===== src/rtl/core/cbm_pkg.sv =====
// Shared types and constants for the cartridge bank mapper.
// No dependencies; imported by every module of the block.
package cbm_pkg;

   typedef enum logic [2:0] {
      ST_REG_WRITE = 3'd0,
      ST_ROM_READ  = 3'd1,
      ST_RAM_READ  = 3'd2,
      ST_RAM_WRITE = 3'd3,
      ST_RAM_OFF   = 3'd4,
      ST_INVALID   = 3'd5
   } status_type;

   typedef enum logic [1:0] {
      REG_RAM_ENABLE = 2'd0,
      REG_ROM_BANK   = 2'd1,
      REG_UPPER_BANK = 2'd2,
      REG_MODE       = 2'd3
   } reg_sel_type;

   localparam int ADDR_W   = 16;
   localparam int DATA_W   = 8;
   localparam int MAP_W    = 21;
   localparam int REQ_TDATA_W = 24;
   localparam int RSP_TDATA_W = 32;

   localparam logic [3:0] RAM_ENABLE_KEY = 4'hA;

   typedef struct packed {
      logic [3:0] ram_enable_nibble;
      logic [4:0] rom_bank_low;
      logic [1:0] upper_bank_bits;
      logic       banking_mode;
   } bank_state_type;

   typedef struct packed {
      logic              write_en;
      reg_sel_type       sel;
      logic [DATA_W-1:0] data;
   } reg_write_type;

   typedef struct packed {
      status_type        status;
      logic [MAP_W-1:0]  mapped_address;
      logic [DATA_W-1:0] ram_write_byte;
   } result_type;

endpackage


===== src/rtl/core/cbm_bank_regs.sv =====
// Control registers of the mapper: RAM enable, ROM bank, upper bank and mode.
// Depends on cbm_pkg.
module cbm_bank_regs (
   input  logic                   clock,
   input  logic                   reset,
   input  cbm_pkg::reg_write_type wr,
   output cbm_pkg::bank_state_type state
);
   import cbm_pkg::*;

   bank_state_type state_ff;
   bank_state_type state_in;

   always_comb begin
      state_in = state_ff;
      if (wr.write_en) begin
         case (wr.sel)
            REG_RAM_ENABLE: state_in.ram_enable_nibble = wr.data[3:0];
            REG_ROM_BANK: begin
               state_in.rom_bank_low = (wr.data[4:0] == 5'd0) ? 5'd1 : wr.data[4:0];
            end
            REG_UPPER_BANK: state_in.upper_bank_bits = wr.data[1:0];
            REG_MODE:       state_in.banking_mode = wr.data[0];
            default:        state_in = state_ff;
         endcase
      end
   end

   always_ff @(posedge clock) begin
      if (reset) begin
         state_ff.ram_enable_nibble <= 4'd0;
         state_ff.rom_bank_low      <= 5'd1;
         state_ff.upper_bank_bits   <= 2'd0;
         state_ff.banking_mode      <= 1'b0;
      end else begin
         state_ff <= state_in;
      end
   end

   assign state = state_ff;

endmodule


===== src/rtl/core/cbm_decode.sv =====
// Address decode and bank mapping for one bus access.
// Depends on cbm_pkg; purely combinational.
module cbm_decode (
   input  logic                          is_write,
   input  logic [cbm_pkg::ADDR_W-1:0]    bus_address,
   input  logic [cbm_pkg::DATA_W-1:0]    write_data,
   input  cbm_pkg::bank_state_type       state,
   output cbm_pkg::result_type           result,
   output cbm_pkg::reg_write_type        wr
);
   import cbm_pkg::*;

   logic [6:0] rom_bank;
   logic [1:0] ram_bank;

   always_comb begin
      rom_bank = {(state.banking_mode ? 2'd0 : state.upper_bank_bits), state.rom_bank_low};
      ram_bank = state.banking_mode ? state.upper_bank_bits : 2'd0;

      result.status         = ST_INVALID;
      result.mapped_address = '0;
      result.ram_write_byte = '0;
      wr.write_en           = 1'b0;
      wr.sel                = reg_sel_type'(bus_address[14:13]);
      wr.data               = write_data;

      if (!bus_address[15]) begin
         if (is_write) begin
            wr.write_en   = 1'b1;
            result.status = ST_REG_WRITE;
         end else begin
            result.status = ST_ROM_READ;
            if (!bus_address[14]) begin
               result.mapped_address = MAP_W'(bus_address);
            end else begin
               result.mapped_address = {rom_bank, bus_address[13:0]};
            end
         end
      end else if (bus_address[15:13] == 3'b101) begin
         if (state.ram_enable_nibble != RAM_ENABLE_KEY) begin
            result.status = ST_RAM_OFF;
         end else begin
            result.mapped_address = MAP_W'({ram_bank, bus_address[12:0]});
            if (is_write) begin
               result.status         = ST_RAM_WRITE;
               result.ram_write_byte = write_data;
            end else begin
               result.status = ST_RAM_READ;
            end
         end
      end
   end

endmodule


===== src/rtl/core/cartridge_bank_mapper_core.sv =====
// Cartridge bank mapper top level: input register, decode, result register.
// An input transfer is held in the input register, decoded, and held in the result register for the rsp port.
// Throughput: one access per cycle while rsp_tready is high; a stalled result holds a full input register.
// Bank registers update as the access leaves the input register.
// Reset (synchronous, active high) empties both stages and restores the bank defaults.
module cartridge_bank_mapper_core (
   input  logic                               clock,
   input  logic                               reset,
   input  logic                               req_tvalid,
   output logic                               req_tready,
   input  logic [cbm_pkg::REQ_TDATA_W-1:0]    req_tdata,  // bus_address, write_data
   input  logic                               req_tuser,  // req_type
   output logic                               rsp_tvalid,
   input  logic                               rsp_tready,
   output logic [cbm_pkg::RSP_TDATA_W-1:0]    rsp_tdata,  // mapped_address, ram_write_byte, zero pad
   output logic [2:0]                         rsp_tuser   // status
);
   import cbm_pkg::*;

   logic                s1_valid_ff;
   logic                s1_valid_in;
   logic                s1_write_ff;
   logic [ADDR_W-1:0]   s1_addr_ff;
   logic [DATA_W-1:0]   s1_data_ff;
   logic                out_valid_ff;
   logic                out_valid_in;
   result_type          out_ff;
   logic                out_free;
   logic                s1_move;
   logic                req_take;
   bank_state_type      bank_state;
   result_type          dec_result;
   reg_write_type       dec_wr;
   reg_write_type       bank_wr;

   assign out_free   = !out_valid_ff || rsp_tready;
   assign s1_move    = s1_valid_ff && out_free;
   assign req_tready = !s1_valid_ff || out_free;
   assign req_take   = req_tvalid && req_tready;

   assign s1_valid_in  = req_take || (s1_valid_ff && !s1_move);
   assign out_valid_in = s1_move || (out_valid_ff && !rsp_tready);

   always_comb begin
      bank_wr          = dec_wr;
      bank_wr.write_en = dec_wr.write_en && s1_move;
   end

   cbm_decode u_decode (
      .is_write    (s1_write_ff),
      .bus_address (s1_addr_ff),
      .write_data  (s1_data_ff),
      .state       (bank_state),
      .result      (dec_result),
      .wr          (dec_wr)
   );

   cbm_bank_regs u_bank_regs (
      .clock (clock),
      .reset (reset),
      .wr    (bank_wr),
      .state (bank_state)
   );

   always_ff @(posedge clock) begin
      if (reset) begin
         s1_valid_ff  <= 1'b0;
         out_valid_ff <= 1'b0;
      end else begin
         s1_valid_ff  <= s1_valid_in;
         out_valid_ff <= out_valid_in;
      end
   end

   always_ff @(posedge clock) begin
      if (req_take) begin
         s1_write_ff <= req_tuser;
         s1_addr_ff  <= req_tdata[ADDR_W-1:0];
         s1_data_ff  <= req_tdata[ADDR_W +: DATA_W];
      end
      if (s1_move) begin
         out_ff <= dec_result;
      end
   end

   assign rsp_tvalid = out_valid_ff;
   assign rsp_tuser  = out_ff.status;
   assign rsp_tdata  = {3'd0, out_ff.ram_write_byte, out_ff.mapped_address};

endmodule


===== config.mk =====
export PLATFORM = sky130hd
export DESIGN_NAME = cartridge_bank_mapper_core
export DESIGN_NICKNAME = d
export VERILOG_FILES = /design/src/rtl/core/cbm_pkg.sv /design/src/rtl/core/cbm_bank_regs.sv /design/src/rtl/core/cbm_decode.sv /design/src/rtl/core/cartridge_bank_mapper_core.sv
export SDC_FILE = /design/constraint.sdc
export NUM_CORES = 1
export LEC_CHECK = 0
export BUFFER_PORTS_ARGS = -buffer_cell sky130_fd_sc_hd__buf_4
export CAP_MARGIN = 20
export CORE_MARGIN = 1
export CORE_UTILIZATION = 25
export DETAILED_ROUTE_END_ITERATION = 10
export SETUP_SLACK_MARGIN = 0.2
export SLEW_MARGIN = 10
export SYNTH_ARGS = -nofsm -noshare
export SYNTH_HDL_FRONTEND = slang
export SYNTH_SLANG_ARGS = --single-unit

===== constraint.sdc =====
create_clock -name clock -period 3.8 [get_ports clock]
set_clock_uncertainty 0.05 [all_clocks]
set_input_delay 0.95 -clock clock [delete_from_list [all_inputs] [get_ports clock]]
set_output_delay 0.95 -clock clock [all_outputs]
set_load 0.01 [all_outputs]

; Word-level counts from Yosys, hierarchy flattened
; Index checks and enable logic that the tools add are counted.
[totals]
regBits = 71
input_bits = 29
out_inout_bits = 37
wordCells = 54
[op_classes]
eq_ne = 5
n_mux = 14
bitwise_logic = 3
reduce_logical = 20
[ops]
columns = cell, n
row1 = $mux 21, 2
row2 = $mux 32, 1
row3 = $mux 24, 1
row4 = $mux 23, 1
row5 = $mux 8, 1
row6 = $reduce_and 2->1, 4
row7 = $logic_and 1x1->1, 5
row8 = $logic_not 5->1, 1
row9 = $mux 5, 1
row10 = $eq 2x2->1 const B, 2
row11 = $logic_not 1->1, 4
row12 = $logic_or 1x1->1, 4
row13 = $mux 1, 4
row14 = $mux 2, 2
row15 = $ne 4x4->1 const B, 1
row16 = $reduce_or 4->1, 1
row17 = $eq 3x3->1 const B, 1
row18 = $mux 3, 1
row19 = $not 1->1, 3
row20 = $eq 2x1->1 const B, 1
row21 = $logic_not 2->1, 1

; Longest topological paths before layout
[depth]
word_depth = 6
ltp_mapped = 4
depth_no_buf = 3

; Modules after synthesis
; Synthesis repeated with hierarchy kept, for this count alone.
[hier_totals]
cells_unflattened = 168
hier_area_um2 = 2685.1
[by_module_without_submodules]
columns = mod, n_inst, cells_each, area_per_inst_um2, seq_area_each_um2
row1 = cartridge_bank_mapper_core, 1, 72, 1848.0, 1751.7
row2 = cbm_bank_regs, 1, 43, 459.2, 240.2
row3 = cbm_decode, 1, 53, 377.9, 0.0

; Least setup slack after synthesis
; OpenSTA, ideal clock, no wires.
[synth_path]
kind = in2reg
from = input rsp_tready
to = register out_ff, in the netlist rsp_tdata[0], enable pin
setup_time_ps = 392
arrival_time_ps = 2067
required_ps = 3358
slack_ps = 1291
stages = 2
n_path_buf = 0
path_cell_list = nand2b_1 and2_1
[synth_between]
elab_chain_len = 2
[synth_lines]
columns = element, line_no
row1 = start: declaration, cartridge_bank_mapper_core.sv:14  ; input logic rsp_tready,
row2 = $logic_or 1x1->1, cartridge_bank_mapper_core.sv:36  ; assign out_free = !out_valid_ff || rsp_tready;
row3 = $logic_and 1x1->1, cartridge_bank_mapper_core.sv:37  ; assign s1_move = s1_valid_ff && out_free;
row4 = named net s1_move, cartridge_bank_mapper_core.sv:29  ; logic s1_move;
row5 = end signal: assignment, cartridge_bank_mapper_core.sv:82  ; out_ff <= dec_result;
row6 = end: declaration, cartridge_bank_mapper_core.sv:27  ; result_type out_ff;
; The timed path passes the listed nets, and every way through them passes these cells.
; A chain may end at the register's enable or synchronous reset.

; Worst setup path in the final report
[layout_path]
from = input rsp_tready
to = output req_tready
[layout_between]
elab_chain_len = 2
[layout_lines]
columns = element, line_no
row1 = $logic_or 1x1->1, cartridge_bank_mapper_core.sv:36
row2 = $logic_or 1x1->1, cartridge_bank_mapper_core.sv:38  ; assign req_tready = !s1_valid_ff || out_free;
row3 = end: declaration, cartridge_bank_mapper_core.sv:10  ; output logic req_tready,
; Every way passes these cells.

==> load_flow_metrics.sql <==
INSERT INTO impl_metrics (metric_group, metric, value, unit) VALUES
('synth', 'synth-seq-cells', '71', ''),
('pwr', 'powerDensity', '448', 'nW/µm²'),
('job', 'drv_cap', '0', ''),
('routing', 'detailroute.via_count', '1542', ''),
('global_route', 'grt_util_all_layers', '9.38', '%'),
('clocking', 'post_cts.repair.setup_buffers', '0', ''),
('synth', 'number_of_distinct_library_cell_variants_in_the_gate_level_netlist_after_synthesis', '31', ''),
('routing', 'wirelength', '5070', 'µm'),
('pwr', 'power.leakage', '1.38', 'nW'),
('clocking', 'cts_repair_resize_count', '0', ''),
('status', 'run_status', 'completed', ''),
('timing', 'tns', '0', 'ps'),
('cells_and_area', 'final_layout_size_suffix_gt1_share', '36.1', '%'),
('critical_path', 'critical_path_arrival', '1490', 'ps'),
('cells_and_area', 'mostFrequentLayoutCell', 'sky130_fd_sc_hd__buf_4', ''),
('synth', 'synth_edf_count', '57', ''),
('routing', 'wl_met3', '234', 'µm'),
('floorplanning', 'die_h', '106', 'µm'),
('routing', 'drcViolationCount', '0', ''),
('clocking', 'cts.reportedPaths.clkPinSlew', '70', 'ps'),
('place', 'gp_routability_congestion', '0.745', ''),
('clocking', 'cts.hold.buffers_added', '0', ''),
('floorplanning', 'initial_core_util', '26.0', '%'),
('critical_path', 'timing.critical_path.slowest_stage_cell', 'sky130_fd_sc_hd__nor2b_1', ''),
('cells_and_area', 'layout.nets', '268', ''),
('place', 'place_hpwl', '3740', 'µm'),
('clocking', 'clkLatencyLatePin', '330', 'ps'),
('routing', 'wl_met1', '2360', 'µm'),
('routing', 'wl_met2', '2410', 'µm'),
('global_route', 'grt_pass1_vias', '1522', ''),
('place', 'io_buffer_count', '62', ''),
('hold_path', 'hold_class', 'reg2reg', ''),
('timing', 'rsz0062_at_grt', 'false', ''),
('critical_path', 'path_max_fanout', '3', ''),
('hold_path', 'whs_path_depth', '2', ''),
('timing', 'hold_viol_final', '0', ''),
('global_route', 'antenna_found_initial', '0', ''),
('hold_path', 'holdCritStartpoint', 'u_bank_regs.state[11]', ''),
('clocking', 'clock_tree_from_tritoncts', 'done', ''),
('global_route', 'grt_overflow_total', '0', ''),
('critical_path', 'r2r_start', 'rsp_tvalid', ''),
('clocking', 'cts-root-buf', 'sky130_fd_sc_hd__clkbuf_8', ''),
('cells_and_area', 'num-fill-cells', '1025', ''),
('synth', 'async_reset_ff_share', '0', '%'),
('clocking', 'clock_sink_count', '71', ''),
('synth', 'synthesis.yosys.warnings', '0', ''),
('timing', 'final-setup-viol-count', '0', ''),
('routing', 'first_pass_drt_iterations', '4', ''),
('cells_and_area', 'insertedDiodeCount', '0', ''),
('timing', 'fmax', '401', 'MHz'),
('timing', 'min_period_over_period', '65.6', '%'),
('critical_path', 'worst_r2r_path_depth', '3', ''),
('pwr', 'power.ir.vdd_worst', '0.000182', 'V'),
('critical_path', 'reg2reg_to', 'rsp_tdata[23]', ''),
('clocking', 'cts_buffer_depth', '2', ''),
('clocking', 'deepest_level_of_the_cts_h_tree', '3', ''),
('cells_and_area', 'most_frequent_cells_in_the_layout', '64 x sky130_fd_sc_hd__buf_4, 57 x sky130_fd_sc_hd__edfxtp_1, 16 x sky130_fd_sc_hd__nand2b_1', ''),
('timing', 'timing.hold.ws', '427', 'ps'),
('synth', 'syn-instance-count', '172', ''),
('timing', 'slew-limit-headroom', '57.7', '%'),
('global_route', 'grt_first_pass_wirelength', '7800', 'µm'),
('floorplanning', 'dieWidth', '106', 'µm'),
('floorplanning', 'placement_rows', '37', ''),
('critical_path', 'startpoint_type', 'primary input', ''),
('synth', 'synthFlopType', 'sky130_fd_sc_hd__edfxtp_1', ''),
('routing', 'starting_drc_count_in_detailed_routing', '60', ''),
('clocking', 'number_of_cts_inserted_buffers', '9', ''),
('floorplanning', 'top_level_ports', '66', ''),
('timing', 'post_route_minimum_period', '2490', 'ps'),
('critical_path', 'max_stage_delay', '170', 'ps'),
('critical_path', 'timing.reg2reg.setup_slack', '1820', 'ps');
[area by class of cell]
class                           instances  area, µm²  area share [%]
Sequential cell                        71       1990            57.0
Multi-Input combinational cell         93        659            18.9
Timing Repair Buffer                   64        480            13.7
Tap cell                              136        170            4.87
Clock buffer                           12        145            4.15
Clock inverter                          4       47.5            1.36
[cells in the mapped netlist (2+ instances only)]
cell type | instances | area (µm²)
sky130_fd_sc_hd__dfxtp_1 | 14 | 280
sky130_fd_sc_hd__buf_2 | 2 | 10.0
sky130_fd_sc_hd__mux2i_1 | 12 | 120
sky130_fd_sc_hd__and3_1 | 12 | 75.1
sky130_fd_sc_hd__edfxtp_1 | 57 | 1710
sky130_fd_sc_hd__nand2b_1 | 16 | 100
sky130_fd_sc_hd__and4_4 | 2 | 22.5
sky130_fd_sc_hd__buf_4 | 5 | 37.5
sky130_fd_sc_hd__and2_1 | 3 | 18.8
sky130_fd_sc_hd__nor3b_1 | 2 | 15.0
sky130_fd_sc_hd__nand4_4 | 2 | 42.5
sky130_fd_sc_hd__nand2_1 | 4 | 15.0
sky130_fd_sc_hd__nor2b_1 | 15 | 93.8
sky130_fd_sc_hd__a21oi_1 | 2 | 10.0
sky130_fd_sc_hd__clkbuf_1 | 2 | 7.51
sky130_fd_sc_hd__nand4_1 | 2 | 12.5
sky130_fd_sc_hd__nor2_1 | 6 | 22.5
[power breakdown]
group          total, mW  leakage [nW]  switching [mW]  internal (mW)
combinational     0.0972         0.619          0.0476         0.0496
clock              0.579        0.0964           0.260          0.319
sequential         0.890         0.668          0.0161          0.874
total               1.57          1.38           0.323           1.24
[worst max path at each step]
stage | slack [ps] | end | from | cells after the start
after global placement | 1120 | rsp_tdata[6] | rsp_tready | 4
after floorplan | 1290 | rsp_tdata[0] | rsp_tready | 2
final | 1310 | req_tready | rsp_tready | 4
after detailed placement | 1060 | rsp_tdata[2] | rsp_tready | 4
after CTS | 1310 | req_tready | rsp_tready | 4
after global routing | 1240 | req_tready | rsp_tready | 4
[per-layer routing]
layer	up-vias	GRT usage, %
li1	751	-
met3	5	3.00
met5	-	0
met4	0	4.46
met1	748	12.3
met2	38	13.9
[worst max-delay path: cells and delay by family]
kind                   cells  cell delay (ps)
buffers and inverters      2              280
AND/OR/NAND/NOR            2              260
[sequential cells by signal, summed over array words and instances (netlist names)]
signal and flops:
rsp_tdata 29, rsp_tuser 3, rsp_tvalid 1, s1_addr_ff 16, s1_data_ff 8, s1_valid_ff 1
s1_write_ff 1, u_bank_regs.state 12
[kinds of logic after synthesis]
group	after synthesis	share of synthesized area, %
compound gates	4	1.06
buf+inv	10	2.45
flops	71	73.5
mux	12	4.43
simple gates	74	18.4
other cells	1	0.138
[per-stage QoR]
step	cell area (µm²)	total power, mW	cells	worst slack [ps]	utilization, %
floorplan	2720	0.951	174	1290	-
global placement	3300	1.00	364	1120	31.7
detailed placement	3300	1.01	364	1060	31.7
CTS	3490	1.58	380	1310	33.5
global route	3490	1.63	380	1240	33.5
finish	3490	1.57	380	1310	33.5
(Power assumes the default switching activity.)
